[config.mk]
export PLATFORM = sky130hd
export DESIGN_NAME = pcf_seq
export DESIGN_NICKNAME = d
export VERILOG_FILES = /design/src/sv/pcf_pkg.sv /design/src/sv/pcf_seq.sv
export VERILOG_INCLUDE_DIRS = /design/src /design/src/sv
export SDC_FILE = /design/constraint.sdc
export NUM_CORES = 1
export LEC_CHECK = 0
export BUFFER_PORTS_ARGS = -buffer_cell sky130_fd_sc_hd__clkbuf_2
export CORE_MARGIN = 1.5
export CORE_UTILIZATION = 45
export CTS_BUF_LIST = sky130_fd_sc_hd__clkbuf_8
export DETAILED_ROUTE_END_ITERATION = 7
export PLACE_DENSITY = 0.64
export SYNTH_ARGS = -nofsm -noshare
export SYNTH_HDL_FRONTEND = slang
export SYNTH_SLANG_ARGS = --single-unit
[constraint.sdc]
create_clock -name clk -period 8.6 [get_ports clk]
set_clock_uncertainty 0.1 [all_clocks]
set_input_delay 1.29 -clock clk [delete_from_list [all_inputs] [get_ports clk]]
set_output_delay 1.29 -clock clk [all_outputs]
set_load 0.1 [all_outputs]
[src/sv/assert_macros.svh]
// Assertion macros shared by the rectangle fill engine RTL.
// Expects signals named clk and rst_n in the module that uses them.
`ifndef ASSERT_MACROS_SVH
`define ASSERT_MACROS_SVH

// Property checked on every rising edge outside reset
`define PCF_ASSERT_CLK(label, prop, msg) \
  label: assert property (@(posedge clk) disable iff (!rst_n) (prop)) \
    else $error(msg);

// Condition that must never be seen outside reset
`define PCF_ASSERT_NEVER(label, expr, msg) \
  label: assert property (@(posedge clk) disable iff (!rst_n) !(expr)) \
    else $error(msg);

`endif

[src/sv/pcf_pkg.sv]
// Shared types and constants of the clipped rectangle fill engine.
// No dependencies; imported by every module of the block.
`default_nettype none

package pcf_pkg;

  localparam int COORD_W   = 12;  // left, top, rect_width, rect_height
  localparam int DIM_W     = 9;   // buffer geometry registers
  localparam int COLOR_W   = 32;  // one pixel
  localparam int LIN_W     = 24;  // linear pixel index, covers 4096 x 4096
  localparam int CFG_IDX_W = 1;

  // Configuration register indexes
  localparam logic [CFG_IDX_W-1:0] REG_BUFFER_WIDTH  = 1'd0;
  localparam logic [CFG_IDX_W-1:0] REG_BUFFER_HEIGHT = 1'd1;

  // Item modes
  localparam logic MODE_FILL = 1'b0;
  localparam logic MODE_READ = 1'b1;

  typedef enum logic [2:0] {
    S_IDLE,
    S_SETUP,
    S_DISPATCH,
    S_FILL,
    S_RWAIT,
    S_RESULT
  } seq_state_t;

  typedef struct packed {
    logic [DIM_W-1:0] width;
    logic [DIM_W-1:0] height;
  } geom_t;

  typedef struct packed {
    logic               mode;
    logic [COORD_W-1:0] left;
    logic [COORD_W-1:0] top;
    logic [COORD_W-1:0] rect_width;
    logic [COORD_W-1:0] rect_height;
    logic [COLOR_W-1:0] fill_color;
  } item_t;

  typedef struct packed {
    logic [COLOR_W-1:0] pixel_value;
    logic               dropped;
  } result_t;

  typedef struct packed {
    logic we;
    logic re;
  } mem_ctl_t;

endpackage

`default_nettype wire

[src/sv/pcf_seq.sv]
// Item sequencer: clips the rectangle, walks its pixels one per cycle
// and issues reads. Depends on pcf_pkg and assert_macros.svh.
`default_nettype none
`include "assert_macros.svh"

module pcf_seq #(
  parameter int AW = 16
) (
  input  wire                          clk,
  input  wire                          rst_n,
  input  pcf_pkg::geom_t               geom,
  input  wire                          item_valid,
  output logic                         item_ready,
  input  pcf_pkg::item_t               item,
  output logic                         res_valid,
  input  wire                          res_ready,
  output pcf_pkg::result_t             res,
  output pcf_pkg::mem_ctl_t            mem_ctl,
  output logic [AW-1:0]                mem_addr,
  output logic [pcf_pkg::COLOR_W-1:0]  mem_wdata,
  input  wire  [pcf_pkg::COLOR_W-1:0]  mem_rdata
);
  import pcf_pkg::*;

  seq_state_t          state_r, state_nxt;
  item_t               item_r;
  logic                drop_r;
  logic [DIM_W-1:0]    dw_r, dh_r;
  logic [DIM_W-1:0]    col_r, row_r;
  logic [LIN_W-1:0]    pix_addr_r, row_start_r;
  logic [COLOR_W-1:0]  value_r;

  // Setup arithmetic on the latched item
  logic [COORD_W:0]    bw_x, bh_x, x_end, y_end;
  logic                drop_nxt;
  logic [DIM_W-1:0]    dw_nxt, dh_nxt;
  logic [LIN_W-1:0]    base_nxt;
  logic                last_col, last_row, empty_rect;

  assign bw_x  = (COORD_W+1)'(geom.width);
  assign bh_x  = (COORD_W+1)'(geom.height);
  assign x_end = {1'b0, item_r.left} + {1'b0, item_r.rect_width};
  assign y_end = {1'b0, item_r.top} + {1'b0, item_r.rect_height};

  always_comb begin
    drop_nxt = ({1'b0, item_r.left} >= bw_x) || ({1'b0, item_r.top} >= bh_x);
    dw_nxt   = (x_end > bw_x) ? DIM_W'(bw_x - {1'b0, item_r.left})
                              : DIM_W'(item_r.rect_width);
    dh_nxt   = (y_end > bh_x) ? DIM_W'(bh_x - {1'b0, item_r.top})
                              : DIM_W'(item_r.rect_height);
    // row start needs the full product width
    base_nxt = LIN_W'(item_r.top) * LIN_W'(geom.width) + LIN_W'(item_r.left);
  end

  assign last_col   = (col_r == dw_r - DIM_W'(1));
  assign last_row   = (row_r == dh_r - DIM_W'(1));
  assign empty_rect = (dw_r == '0) || (dh_r == '0);

  // Next state
  always_comb begin
    state_nxt = state_r;
    unique case (state_r)
      S_IDLE:     if (item_valid) state_nxt = S_SETUP;
      S_SETUP:    state_nxt = S_DISPATCH;
      S_DISPATCH: begin
        if (drop_r) begin
          state_nxt = S_RESULT;
        end else if (item_r.mode == MODE_READ) begin
          state_nxt = S_RWAIT;
        end else if (empty_rect) begin
          state_nxt = S_RESULT;
        end else begin
          state_nxt = S_FILL;
        end
      end
      S_FILL:     if (last_col && last_row) state_nxt = S_RESULT;
      S_RWAIT:    state_nxt = S_RESULT;
      S_RESULT:   if (res_ready) state_nxt = S_IDLE;
      default:    state_nxt = S_IDLE;
    endcase
  end

  // Outputs
  always_comb begin
    item_ready  = 1'b0;
    res_valid   = 1'b0;
    mem_ctl.we  = 1'b0;
    mem_ctl.re  = 1'b0;
    unique case (state_r)
      S_IDLE:     item_ready = 1'b1;
      S_DISPATCH: mem_ctl.re = !drop_r && (item_r.mode == MODE_READ);
      S_FILL:     mem_ctl.we = 1'b1;
      S_RESULT:   res_valid  = 1'b1;
      default:    ;
    endcase
  end

  assign mem_addr        = pix_addr_r[AW-1:0];
  assign mem_wdata       = item_r.fill_color;
  assign res.pixel_value = value_r;
  assign res.dropped     = drop_r;

  // State register
  always_ff @(posedge clk) begin
    if (!rst_n) begin
      state_r <= S_IDLE;
    end else begin
      state_r <= state_nxt;
    end
  end

  // Datapath: item latch, clip, pixel walk, read capture
  always_ff @(posedge clk) begin
    case (state_r)
      S_IDLE: begin
        if (item_valid) item_r <= item;
      end
      S_SETUP: begin
        drop_r      <= drop_nxt;
        dw_r        <= dw_nxt;
        dh_r        <= dh_nxt;
        pix_addr_r  <= base_nxt;
        row_start_r <= base_nxt;
        col_r       <= '0;
        row_r       <= '0;
      end
      S_DISPATCH: value_r <= '0;
      S_FILL: begin
        if (last_col) begin
          col_r       <= '0;
          row_r       <= row_r + DIM_W'(1);
          row_start_r <= row_start_r + LIN_W'(geom.width);
          pix_addr_r  <= row_start_r + LIN_W'(geom.width);
        end else begin
          col_r      <= col_r + DIM_W'(1);
          pix_addr_r <= pix_addr_r + LIN_W'(1);
        end
      end
      S_RWAIT: value_r <= mem_rdata;
      default: ;
    endcase
  end

  `PCF_ASSERT_NEVER(a_rw_exclusive, mem_ctl.we && mem_ctl.re, "read and write in one cycle")
  `PCF_ASSERT_CLK(a_read_then_wait, mem_ctl.re |=> (state_r == S_RWAIT), "read not followed by wait")
  `PCF_ASSERT_CLK(a_walk_in_rect, (state_r == S_FILL) |-> (col_r < dw_r && row_r < dh_r), "fill walk left the clipped rectangle")
  `PCF_ASSERT_CLK(a_no_dropped_fill, (state_r == S_FILL) |-> !drop_r, "dropped item writes pixels")

endmodule

`default_nettype wire

==> results of run 1 <==
Yosys cell counts (all sizes together) (16+ instances only):
| library cell | count | area share [%] |
|---|---|---|
| edfxtp | 182 | 40 |
| xor2 | 41 | 2.6 |
| inv | 134 | 3.7 |
| nor2 | 128 | 3.5 |
| mux2 | 16 | 1.3 |
| xnor2 | 59 | 3.8 |
| clkbuf | 19 | 0.52 |
| nor2b | 20 | 0.91 |
| nand2 | 101 | 2.8 |
| ha | 125 | 11 |
| nor3 | 19 | 0.69 |
| nand3 | 26 | 1.0 |
| o21ai | 46 | 1.7 |
| and3 | 16 | 0.73 |
| fa | 76 | 11 |
| buf | 37 | 2.0 |
| a21oi | 47 | 1.7 |
| and2 | 43 | 2.0 |
logic make-up (layout without fill, tap and decap cells):
| group | after synthesis | after routing | synth area share [%] |
|---|---|---|---|
| fa+ha+maj | 201 | 201 | 22.43 |
| mux | 25 | 25 | 1.965 |
| flops | 185 | 185 | 40.16 |
| buf+inv | 195 | 397 | 6.285 |
| compound gates | 190 | 190 | 8.786 |
| simple gates | 400 | 400 | 14.01 |
| xor+xnor | 100 | 100 | 6.367 |
power by group through the flow:
stage / registers [mW] / logic (mW) / clock network, mW
after detailed placement: 1.48 / 2.97 / 0
after CTS: 1.46 / 2.98 / 0.658
final: 1.46 / 3.00 / 0.638
after global routing: 1.48 / 3.35 / 0.689
after global placement: 1.48 / 2.90 / 0
after floorplan: 1.76 / 2.04 / 0
per-layer routing:
layer | part of all wire [%] | vias to the layer above | track usage [%]
li1 | - | 4807 | -
met1 | 47 | 4692 | 29.20
met2 | 46 | 264 | 33.30
met3 | 5.4 | 36 | 3.578
met4 | 1.5 | 0 | 5.112
met5 | 0 | - | 0
flip-flops by register name, summed over array words and instances (netlist names), 3 cells and up:
| signal | count |
|---|---|
| mem_wdata | 32 |
| row_start_r | 16 |
| value_r | 32 |
| pix_addr_r | 16 |
| col_r | 9 |
| state_r | 3 |
| row_r | 9 |
| item_r | 49 |
| dw_r | 9 |
| dh_r | 9 |
how the worst max path moves through the flow:
stage	startpoint	to	slack [ns]	cells after the start
after global routing	geom[13]	pix_addr_r[15]	2.19	18
after floorplan	geom[11]	pix_addr_r[14]	2.26	19
final	geom[13]	pix_addr_r[15]	2.47	18
after CTS	geom[13]	pix_addr_r[15]	2.53	18
after detailed placement	geom[11]	pix_addr_r[14]	1.98	19
after global placement	geom[11]	pix_addr_r[14]	2.04	19
worst max-delay path, delay by kind of cell:
kind / cells / cell delay [ns]
buf+inv: 4 / 0.62
simple gates: 2 / 0.50
fa+ha+maj: 6 / 2.81
compound gates: 6 / 1.02
cell type report:
cell class | instances | area, um2 | area share [%]
Clock buffer | 17 | 234.0 | 1.510
Sequential cell | 185 | 5525 | 35.66
Tap cell | 390 | 488.0 | 3.150
Multi-Input combinational cell | 916 | 7390 | 47.70
Clock inverter | 15 | 185.2 | 1.195
Inverter | 139 | 521.8 | 3.368
Timing Repair Buffer | 226 | 1149 | 7.414
through the flow:
| step | cell area (um2) | setup slack [ns] | util [%] | instances |
|---|---|---|---|---|
| 5_1_grt | 15490 | 2.192 | 51.86 | 1888 |
| 3_3_place_gp | 15070 | 2.040 | 50.45 | 1856 |
| 3_5_place_dp | 15070 | 1.981 | 50.45 | 1856 |
| 4_1_cts | 15490 | 2.534 | 51.86 | 1888 |
| 6_report | 15490 | 2.470 | 51.86 | 1888 |
| 2_1_floorplan | 13760 | 2.260 | - | 1296 |
==> reports/results.txt, run 1 <==
The clock network accounts for 12.5% of the total power. For this block, the via count after detailed routing is 9,799. The worst hold path begins at state_r[1]. Setup violations remaining at the end of the flow were counted as 0. Dividing the synthesized area by the synthesized cell count gives 10.61 um2. The tools report the endpoint class of the critical path as a flip-flop.

The clock period minus final worst setup slack works out to 6.130 ns. The tools report the via count of the first global-routing pass as 9,607. The destination of the worst register-to-register timing path is pix_addr_r[15]. In the routed design, unresolved DRC markers number 0. The sequential power share is 28.7%, and the final setup TNS is 0 ns. Fraction of layout instances using a drive strength above 1: 19.03%.

The mean number of vias per cell was 5.190; the DRC marker count from the first detailed-route iteration was 527. The cell-internal power came out at 2.715 mW. Share of synthesized registers carrying an async set or reset: 0%. The run gives 61 as the pin count of the biggest net entering global routing.

In this run the worst path has a maximum fanout of 9. The detailed-placement wirelength estimate came out at 25,520 um. TritonCTS built the clock tree. The design draws 5.096 mW. The buffer cell driving the clock tree root is clkbuf_8. For hold timing, the worst endpoint is state_r[1]. Among all flip-flop cells after synthesis, the most frequent one is edfxtp_1. Once detail routing completed, the nets flagged for antenna violations numbered 0. In the global route stage, overall resource usage came out at 20.77%.

Yosys mapped the design onto 60 distinct sky130hd cell types. In this run the static leakage power is 6.864 nW. Final wirelength: 32,220 um. The tools report the type of origin of the critical path as a primary input. Count of buffers added by post-CTS timing repair for setup: 0. Counting every sink on the clock net gives 185.

The number of standard-cell rows in the floorplan is 63, and the clock transition at the register clock pins on the worst setup and hold paths after CTS is 0.10 ns. The tools report the wire length of the first global-routing pass as 50,400 um. The logs give 0 for the count of hold buffers inserted by post-cts repair and 2.380 mW for the net switching power.

In this run the standard cell core region covers 29,870 um2. Synthesis produced a netlist whose cell count is 1,296. Routability-driven placement finished with a final weighted congestion of 0.8965. The logs give 0.5275 ns for the smallest hold slack and 163.1 MHz for the highest clock rate. The flow ran to the end, and the final reports show no timing, DRC or antenna violations. The antenna cell count was 0. The fraction of the cycle the final worst path needs is 71.28%. For this design, the slowest cell found on the critical path is fa_1.

In this run the deepest clock path goes through 2 buffers. The die covers 31,630 um2. Worst min-delay path category: reg2reg. The run gives 2.75 ns as the reg2reg setup slack.

The synthesized flop and latch total is 185, and the maximum cell stage delay along the critical path is 0.54 ns. In this run, synthesis inferred 182 flip-flops with an integrated enable. For this design the ratio of total power to cell area is 328.9 nW/um2.

The number of buffers inserted during clock tree synthesis was 17; the post-synthesis instance area was 13,760 um2. For the fill cell total of the finished layout, the log shows 2,732. Counting stages on the worst path, the most repeated cell is fa_1. The number of cells on the worst reg-to-reg path is 17. Measured along the x axis, the die boundary spans 177.8 um.

The top cell types in the final layout, fill and taps aside, are clkbuf_2, edfxtp_1, inv_1. The clock reaches the later pin of the worst-skew pair after 0.50 ns. The tools report the launch instance of the worst register-to-register path as item_r[57]. Once the floorplan was initialized, standard cells occupied 46.05% of the core. The run gives 5 as the iteration count of the initial detailed-routing pass. Pin placement for this block handled 220 I/O pins.

At the pin with the least slew margin, the transition time is 1.014 ns. Input and output buffers added on the ports amount to 219. Number of H-tree branching levels: 4. Leading cell type in the layout, fill and taps excluded: clkbuf_2. The Yosys step of the flow raised 0 warnings. The final number of hold-violating endpoints came out at 0. The critical path goes through clkbuf_2 -> clkinv_1 -> nor2_1 -> fa_1 -> fa_1 -> fa_1 -> fa_1 -> inv_1 -> fa_1 -> inv_1 -> ha_1 -> a21o_1 -> a21o_1 -> o21bai_1 -> o31ai_1 -> a21oi_1 -> nor3_1 -> a221oi_1. The area added between synthesis and finish came out at 12.62%. The number of antenna violations at the first check in global routing came out at 1.

Final layout net count: 1,821. For the portion of total power attributed to combinational logic, the log shows 58.8%. The worst setup path is of the in2reg kind.

The worst voltage drop across the vdd grid came out at 0.2563 mV. Measured against its own limit, the worst slew margin works out to 32.36%. The logs give 6.24 ns for the data arrival time of the worst path and 0 for the global-route congestion overflow total.

The worst endpoint required time is 8.71 ns. The max-slew violation total from the final report was 0. Synthesis produced a netlist with a net count of 1,632.

The switching share of total power came out at 46.71%. The number of cells on the worst hold path works out to 2. Setup repair after global routing left no endpoint under its margin. The floorplan step set the die height to 177.8 um. Post-CTS repair changed the size of 0 cells.

Summing the sequential cell areas from Yosys gives 40.16% of the chip area. In the final routed layout, each cell accounts on average for 17.07 um. For the total of max-cap violations, the log shows 0.
Note: power is estimated with default switching activity, not from simulation.
==> run 2: changes to the inputs <==
==> constraint.sdc (replaced) <==
create_clock -name clk -period 5.9 [get_ports clk]
set_clock_uncertainty 0.1 [all_clocks]
set_input_delay 0.885 -clock clk [delete_from_list [all_inputs] [get_ports clk]]
set_output_delay 0.885 -clock clk [all_outputs]
set_load 0.1 [all_outputs]
==> run 2 against run 1 <==
- power is 47% higher
- first-iteration DRC count up 0.57%
- largest power group unchanged
- setup slack got worse by 2.1 ns
- count of clock-buffer cells in the layout stayed put
- combinational power grew 51%
- largest cell class unchanged
==> reports/results.txt, run 2 (synthesized netlist as in run 1, its figures left out) <==
The run finished with clean final reports. Terminating pin of the worst hold path: item_r[55] (was state_r[1]). For the all-layer global routing usage, the log shows 21.28% (was 20.77%). The endpoint class of the critical path was a flip-flop (unchanged). The die footprint was 31,630 um2 (unchanged); the leakage dissipation was 7.037 nW (was 6.864 nW). The worst endpoint required time was 6.12 ns (was 8.71 ns); the smallest hold slack was 0.4604 ns (was 0.5275 ns). Transition time at the pin with the least slew margin: 1.071 ns (was 1.014 ns).

The post-layout instance area is 15,760 um2 (was 15,490 um2), and the number of clock sinks is 185 (unchanged). Worst min-delay path category: in2reg (was reg2reg). The number of buffers added on ports was 219 (unchanged); the fraction of layout instances using a drive strength above 1 was 21.30% (was 19.03%). The die span in x was 177.8 um (unchanged); the maximum root-to-sink buffer count was 2 (unchanged). The number of antenna violations at the first check in global routing was 0 (was 1). The wire length of the first global-routing pass came out at 51,470 um (was 50,400 um). Leading cell type in the layout, fill and taps excluded: clkbuf_2 (unchanged).

The iteration count of the initial detailed-routing pass was 5 (unchanged); the final setup TNS was 0 ns (unchanged). The clock period minus final worst setup slack came out at 5.485 ns. The flip-flop count of the largest register after layout was 49 (unchanged). The area added between synthesis and finish is 14.52% (was 12.62%), and the pin count of the biggest net entering global routing is 69 (was 61). For the post-route DRC violation count, the log shows 0 (unchanged).

TritonCTS built the clock tree. The combined buffer and inverter count along the critical path is 3 (was 4), and the final setup violation count is 0 (unchanged). The tools report the final worst slack as 0.4153 ns (was 2.470 ns). The final estimated routing congestion in global placement was 0.9227 (was 0.8965). The antenna cell count was 0 (unchanged). The global-route congestion overflow total was 0 (unchanged). Setup repair after global routing left no endpoint under its margin. The logs give 9,969 (was 9,799) for the routed via count and 530 (was 527) for the DRC marker count from the first detailed-route iteration. The tools report the relative max-transition margin as 28.50% (was 32.36%). The run gives 26,280 um (was 25,520 um) as the detailed-placement wirelength estimate. The logs give 0 (unchanged) for the total of max-cap violations and 0 (unchanged) for the max-slew violation total from the final report. The tools report the post-placement cell count as 1,894 (was 1,856).

The total chip power was 7.469 mW (was 5.096 mW). The destination of the worst register-to-register timing path is pix_addr_r[13] (was pix_addr_r[15]). The starting density of the core is 46.05% (unchanged).

The register with the highest flop count was item_r (unchanged). The final layout net count was 1,864 (was 1,821). The tools report the insertion delay to the later sink of the worst-skew pair as 0.50 ns (about the same).

The tools report the number of H-tree branching levels as 4 (unchanged). Number of standard-cell rows in the floorplan: 63 (unchanged). The mean number of vias per cell works out to 5.165 (was 5.190).

The number of cells on the worst hold path was 1 (was 2); the setup slack after placement was -0.04987 ns (was 1.981 ns). The depth of the worst register-to-register path is 17 (unchanged), and the count of boundary I/O pins is 220 (unchanged). Type of origin of the critical path: a flip-flop (was a primary input). The power per standard cell area works out to 474.1 nW/um2 (was 328.9 nW/um2). Critical path's most frequent cell: fa_1 (unchanged).

The maximum cell stage delay along the critical path is 0.57 ns (was 0.54 ns), and the area of the core is 29,870 um2 (unchanged). Cell-by-cell trace of the critical path: inv_1 -> nor2_1 -> fa_1 -> fa_1 -> fa_1 -> fa_1 -> inv_1 -> fa_1 -> inv_1 -> ha_1 -> a21o_1 -> a21o_1 -> o21bai_1 -> o31ai_1 -> xnor2_1 -> nor2_1 -> a311oi_1 (was clkbuf_2 -> clkinv_1 -> nor2_1 -> fa_1 -> fa_1 -> fa_1 -> fa_1 -> inv_1 -> fa_1 -> inv_1 -> ha_1 -> a21o_1 -> a21o_1 -> o21bai_1 -> o31ai_1 -> a21oi_1 -> nor3_1 -> a221oi_1). The final wirelength is 32,940 um (was 32,220 um). Static timing analysis puts the maximum clock frequency at 182.3 MHz. Family with the most delay on the worst path: adder cells (unchanged). The standard cell with the maximum stage delay on the critical path is edfxtp_1 (was fa_1). Clock transition at the register clock pins on the worst setup and hold paths after CTS: 0.12 ns (was 0.10 ns).

Post-route core utilization: 52.74% (was 51.86%). The run gives 0 (unchanged) as the final number of hold-violating endpoints. The launch instance of the worst register-to-register path was item_r[61] (was item_r[57]). The startpoint of the lowest-slack hold path is item[55] (was state_r[1]). The buffer cell driving the clock tree root was clkbuf_8 (unchanged).

The area after detailed placement was 15,360 um2 (was 15,070 um2); the largest driver fanout on the critical path was 6 (was 9). The fraction of the cycle the final worst path needs works out to 92.96%. The type of the setup path with the least slack was reg2reg (was in2reg).

Worst voltage drop across the vdd grid: 0.5460 mV (was 0.2563 mV). The data arrival time of the worst path is 5.71 ns (was 6.24 ns), and the reg2reg setup slack is 0.42 ns (was 2.75 ns). The number of routed nets with antenna violations is 0 (unchanged), and the routed wirelength normalized by instance count is 17.07 um (about the same). For the final non-filler cell total, the log shows 1,930 (was 1,888).

Top library cells by usage in the layout, fill and taps aside: clkbuf_2, edfxtp_1, inv_1 (unchanged). The floorplan die height is 177.8 um (unchanged). Number of buffers inserted during clock tree synthesis: 17 (unchanged). The logs give 9,828 (was 9,607) for the via count of the first global-routing pass and 0 (unchanged) for the count of hold buffers inserted by post-cts repair.
[run 2: cell types whose count changed in the layout (fill, tap and decap cells not counted), sizes merged]
cell,change
bufinv,-2
buf,+43
clkinvlp,+1
[run 2: worst max-delay path by stage]
stage                     slack, ns  cells past startpoint               to  startpoint
after floorplan                0.03                     20  row_start_r[15]    geom[11]
after global placement         0.03                     18   pix_addr_r[15]    geom[13]
after detailed placement      -0.05                     18   pix_addr_r[15]    geom[13]
after CTS                      0.23                     17   pix_addr_r[15]  item_r[62]
after global routing           0.08                     19   pix_addr_r[15]  item_r[61]
final                          0.42                     17   pix_addr_r[13]  item_r[61]
[run 2: area by class of cell]
type                    instances  area [um2]
inverters                     139       521.8
flip-flops and latches        185        5525
clock inverters                14       115.1
clock buffers                  17       234.0
fillers                      2705       14120
multi-input cells             916        7400
repair buffers                269        1471
well taps                     390       488.0
[run 2: power by group]
| group | switching (mW) | total (mW) | internal, mW |
|---|---|---|---|
| sequential | 0.175 | 2.11 | 1.94 |
| clock | 0.523 | 0.823 | 0.300 |
| combinational | 2.79 | 4.54 | 1.75 |
[run 2: what timing repair did]
action / 4_1_cts / 5_1_grt
setup endpoints to repair: 0 / 2
setup buffers: 0 / 5
hold endpoints to repair: 0 / 0
gates resized for setup: 0 / 1
[run 2: layer usage]
metal / vias to the layer above / part of all wire [%] / GRT usage [%]
li1: 4881 / - / -
met1: 4770 / 46 / 29.68
met2: 284 / 47 / 34.52
met3: 34 / 5.1 / 3.171
met4: 0 / 1.7 / 5.742
met5: - / 0 / 0
==> run 3: changes to the inputs <==
--- a/config.mk
+++ b/config.mk
@@ -6,12 +6,14 @@
 export SDC_FILE = /design/constraint.sdc
 export NUM_CORES = 1
 export LEC_CHECK = 0
+export ABC_AREA = 1
 export BUFFER_PORTS_ARGS = -buffer_cell sky130_fd_sc_hd__clkbuf_2
 export CORE_MARGIN = 1.5
 export CORE_UTILIZATION = 45
 export CTS_BUF_LIST = sky130_fd_sc_hd__clkbuf_8
 export DETAILED_ROUTE_END_ITERATION = 7
-export PLACE_DENSITY = 0.64
+export PLACE_DENSITY = 0.66
+export SLEW_MARGIN = 0
 export SYNTH_ARGS = -nofsm -noshare
 export SYNTH_HDL_FRONTEND = slang
 export SYNTH_SLANG_ARGS = --single-unit
==> constraint.sdc (replaced) <==
create_clock -name clk -period 4.55 [get_ports clk]
set_clock_uncertainty 0.1 [all_clocks]
set_input_delay 0.6825 -clock clk [delete_from_list [all_inputs] [get_ports clk]]
set_output_delay 0.6825 -clock clk [all_outputs]
set_load 0.1 [all_outputs]
==> run 3 against run 2 <==
- the run now ends with negative setup slack left
- count of clock-buffer cells in the layout stayed put
- hold slack worse by 0.21 ns
- setup slack worse by 0.65 ns
- design area is 12% higher
- core utilization is 2.8 points higher
- global-route usage is 0.11 points lower
==> reports/results.txt, run 3 <==
The relative max-transition margin is 21.37% (was 28.50%), and the worst endpoint required time is 4.73 ns (was 6.12 ns). The routed via count was 11.62k (was 9,969); the fraction of the cycle the final worst path needs was 105.1% (was 92.96%). For the number of clock sinks, the log shows 185 (unchanged). For the data arrival time of the worst path, the log shows 4.96 ns (was 5.71 ns).

Critical path's most frequent cell: fa_1 (unchanged). The number of antenna violations at the first check in global routing was 0 (unchanged). For the insertion delay to the later sink of the worst-skew pair, the log shows 0.51 ns (was 0.50 ns).

The type of the setup path with the least slack was reg2reg (unchanged). The global-route congestion overflow total is 0 (unchanged), and the area of the core is 31,720 um2 (was 29,870 um2). Top library cells by usage in the layout, fill and taps aside: nand2_1, inv_1, clkbuf_2 (was clkbuf_2, edfxtp_1, inv_1). The run gives 0 (unchanged) as the number of warnings issued by yosys. The all-layer global routing usage is 21.17% (was 21.28%), and the via count of the first global-routing pass is 11.40k (was 9,828). The fraction of layout instances using a drive strength above 1 works out to 26.36% (was 21.30%). Post-synth top cells: nand2_1, inv_1, edfxtp_1 (was edfxtp_1, inv_1, nor2_1). The number of enable-type register cells in the synthesized netlist is 182 (unchanged).

The run gives 4 (unchanged) as the number of H-tree branching levels. The mean number of vias per cell was 4.972 (was 5.165); the average footprint of a synthesized cell was 8.892 um2 (was 10.61 um2). Standard cell with the maximum stage delay on the critical path: fa_1 (was edfxtp_1). The transition time at the pin with the least slew margin was 1.177 ns (was 1.071 ns); the number of buffers added on ports was 219 (unchanged). The number of standard-cell rows in the floorplan was 65 (was 63). The antenna cell count is 0 (unchanged).

The tools report the highest clock rate as 209.1 MHz (was 182.3 MHz). Most common cell in the synthesized netlist: nand2_1 (was edfxtp_1). For the maximum root-to-sink buffer count, the log shows 2 (unchanged). Largest driver fanout on the critical path: 10 (was 6). Number of buffers inserted during clock tree synthesis: 17 (unchanged). The post-synthesis instance area was 14,610 um2 (was 13,760 um2); the maximum cell stage delay along the critical path was 0.55 ns (was 0.57 ns). The logic depth of the worst path, buffers included is 18 (was 17), and the routed wirelength normalized by instance count is 14.85 um (was 17.07 um). The tools report the net count of the mapped netlist as 1,979 (was 1,632). Worst min-delay path category: in2reg (unchanged). The final number of hold-violating endpoints was 0 (unchanged); the gate count of the mapped netlist was 1,643 (was 1,296).

For the DRC marker count from the first detailed-route iteration, the log shows 775 (was 530). The register with the highest flop count was item_r (unchanged). The cell type with the highest aggregate area in the netlist is edfxtp_1 (unchanged). The clock period minus final worst setup slack came out at 4.783 ns (was 5.485 ns).

The floorplan die height was 183.2 um (was 177.8 um); the fraction of synthesized cell area taken by the top area cell type was 37.41% (was 39.73%). The final wirelength was 34,690 um (was 32,940 um). Biggest area contributors in the synthesized netlist: edfxtp_1, ha_1, fa_1 (unchanged).

The clock transition at the register clock pins on the worst setup and hold paths after CTS is 0.11 ns (was 0.12 ns). The family with the most delay on the worst path was adder cells (unchanged). Max-slew violation total from the final report: 0 (unchanged). The endpoint class of the critical path was a flip-flop (unchanged). Leading cell type in the layout, fill and taps excluded: nand2_1 (was clkbuf_2). The synthesized flop and latch total is 185 (unchanged). For the iteration count of the initial detailed-routing pass, the log shows 5 (unchanged).

The detailed-placement wirelength estimate was 27,560 um (was 26,280 um). Proportion of synthesized chip area in sequential cells: 37.82% (was 40.16%). Buffer cell driving the clock tree root: clkbuf_8 (unchanged). The depth of the worst register-to-register path works out to 18 (was 17). The share of synthesized registers carrying an async set or reset was 0% (unchanged). The number of cells on the worst hold path is 1 (unchanged), and the combined buffer and inverter count along the critical path is 6 (was 3). The tools report the final estimated routing congestion in global placement as 0.8958 (was 0.9227). For the final worst slack, the log shows -0.2332 ns (was 0.4153 ns). The flow ran to the end, but the final reports show violations.

The area added between synthesis and finish is 20.68% (was 14.52%). Setup repair after global routing could not meet its margin everywhere. Count of cell types in the netlist: 53 (was 60). The pin count of the biggest net entering global routing came out at 82 (was 69). The final reports fail on negative setup slack. The final setup violation count was 15 (was 0); the post-route core utilization was 55.59% (was 52.74%).

The predominant post-synthesis flop cell was edfxtp_1 (unchanged). The post-route DRC violation count was 0 (unchanged). The starting density of the core came out at 46.06% (was 46.05%). The number of routed nets with antenna violations came out at 0 (unchanged). Cell-by-cell trace of the critical path: buf_12 -> buf_4 -> nand2_2 -> inv_1 -> fa_1 -> fa_1 -> fa_2 -> fa_1 -> inv_1 -> fa_1 -> inv_2 -> ha_4 -> a21oi_4 -> a21boi_4 -> buf_4 -> xnor2_1 -> nand2_1 -> nand2_1 (was inv_1 -> nor2_1 -> fa_1 -> fa_1 -> fa_1 -> fa_1 -> inv_1 -> fa_1 -> inv_1 -> ha_1 -> a21o_1 -> a21o_1 -> o21bai_1 -> o31ai_1 -> xnor2_1 -> nor2_1 -> a311oi_1). The die span in x is 183.2 um (was 177.8 um). The type of origin of the critical path is a flip-flop (unchanged).

The total of max-cap violations was 0 (unchanged). The run gives 2,258 (was 1,864) as the final layout net count. TritonCTS built the clock tree. The logs give 0 (unchanged) for the count of hold buffers inserted by post-cts repair and 220 (unchanged) for the count of boundary I/O pins. The wire length of the first global-routing pass was 55,740 um (was 51,470 um); the flip-flop count of the largest register after layout was 49 (unchanged).

The die footprint came out at 33,550 um2 (was 31,630 um2).
==> run 3: cell types whose count changed in the layout (fill, tap and decap cells not counted), moves of 23 or more <==
cell / previous run / this run
xnor2_1: 59 / 15
nor2_1: 126 / 98
nand2_1: 101 / 317
nand2_2: 0 / 34
nand4_1: 7 / 38
and2_1: 42 / 1
inv_1: 135 / 309
buf_4: 50 / 85
nand3_1: 25 / 67
inv_2: 0 / 23
==> run 3: metal layers <==
layer  GRT usage, %  vias to the layer above  wire length (um)
met5              0                        -                 0
met4          5.705                        0               519
met3          4.249                       31              2401
met2          34.33                      359             16200
met1          28.94                     5403             15580
li1               -                     5826                 -
==> run 3: repair_timing <==
item	in CTS	in global routing
endpoints found under the setup margin	19	21
gates resized for setup	30	75
buffers inserted	11	7
pin swaps	25	40
==> run 3: layout make-up <==
cell class / count / area [um2]
fill: 2841 / 14090
multi-input combinational: 1065 / 7981
sequential: 185 / 5525
timing repair buffer: 321 / 1978
inverter: 332 / 1246
tap: 402 / 503.0
clock buffer: 17 / 234.0
clock inverter: 15 / 162.7
==> run 3: cells by family after synthesis <==
logic type	share of synthesized area, %
AOI/OAI and AO/OA	6.398
and+or+nand+nor	19.53
DFF	37.82
buffers and inverters	11.09
xor gates and xnor gates	4.043
adders and majority gates	21.12
==> run 3: per-stage QoR <==
step | area [um2] | worst slack [ns] | hold slack, ns | setup TNS (ns) | instances
2_1_floorplan | 14830 | -0.3821 | 0.4111 | -4.159 | 1643
3_3_place_gp | 16690 | -0.6504 | 0.4459 | -11.61 | 2287
3_5_place_dp | 16690 | -0.7049 | 0.4535 | -12.79 | 2287
4_1_cts | 17300 | -0.2152 | 0.2050 | -2.634 | 2330
5_1_grt | 17630 | -0.4362 | 0.2107 | -5.698 | 2337
6_report | 17630 | -0.2332 | 0.2473 | -2.581 | 2337
==> run 3: final timing paths <==
| check | startpoint | endpoint | slack (ns) |
|---|---|---|---|
| max reg2reg | item_r[61] | pix_addr_r[10] | -0.23 |
| min reg2reg | state_r[2] | state_r[2] | 0.48 |
| min | item[34] | item_r[34] | 0.25 |
| max | item_r[61] | pix_addr_r[10] | -0.23 |
==> run 3: worst register-to-register path: stages, from the launching register on <==
cell	delay, ns
edfxtp_1	0.43
buf_12	0.17
buf_4	0.15
nand2_2	0.06
inv_1	0.05
fa_1	0.47
fa_1	0.55
fa_2	0.45
fa_1	0.54
inv_1	0.05
fa_1	0.52
inv_2	0.05
ha_4	0.25
a21oi_4	0.17
a21boi_4	0.21
buf_4	0.13
xnor2_1	0.06
nand2_1	0.10
nand2_1	0.06
Power of run 3 is left out: the tool's default activity adds up to more than one toggle a clock period on the data nets, which glitch-free logic cannot reach.
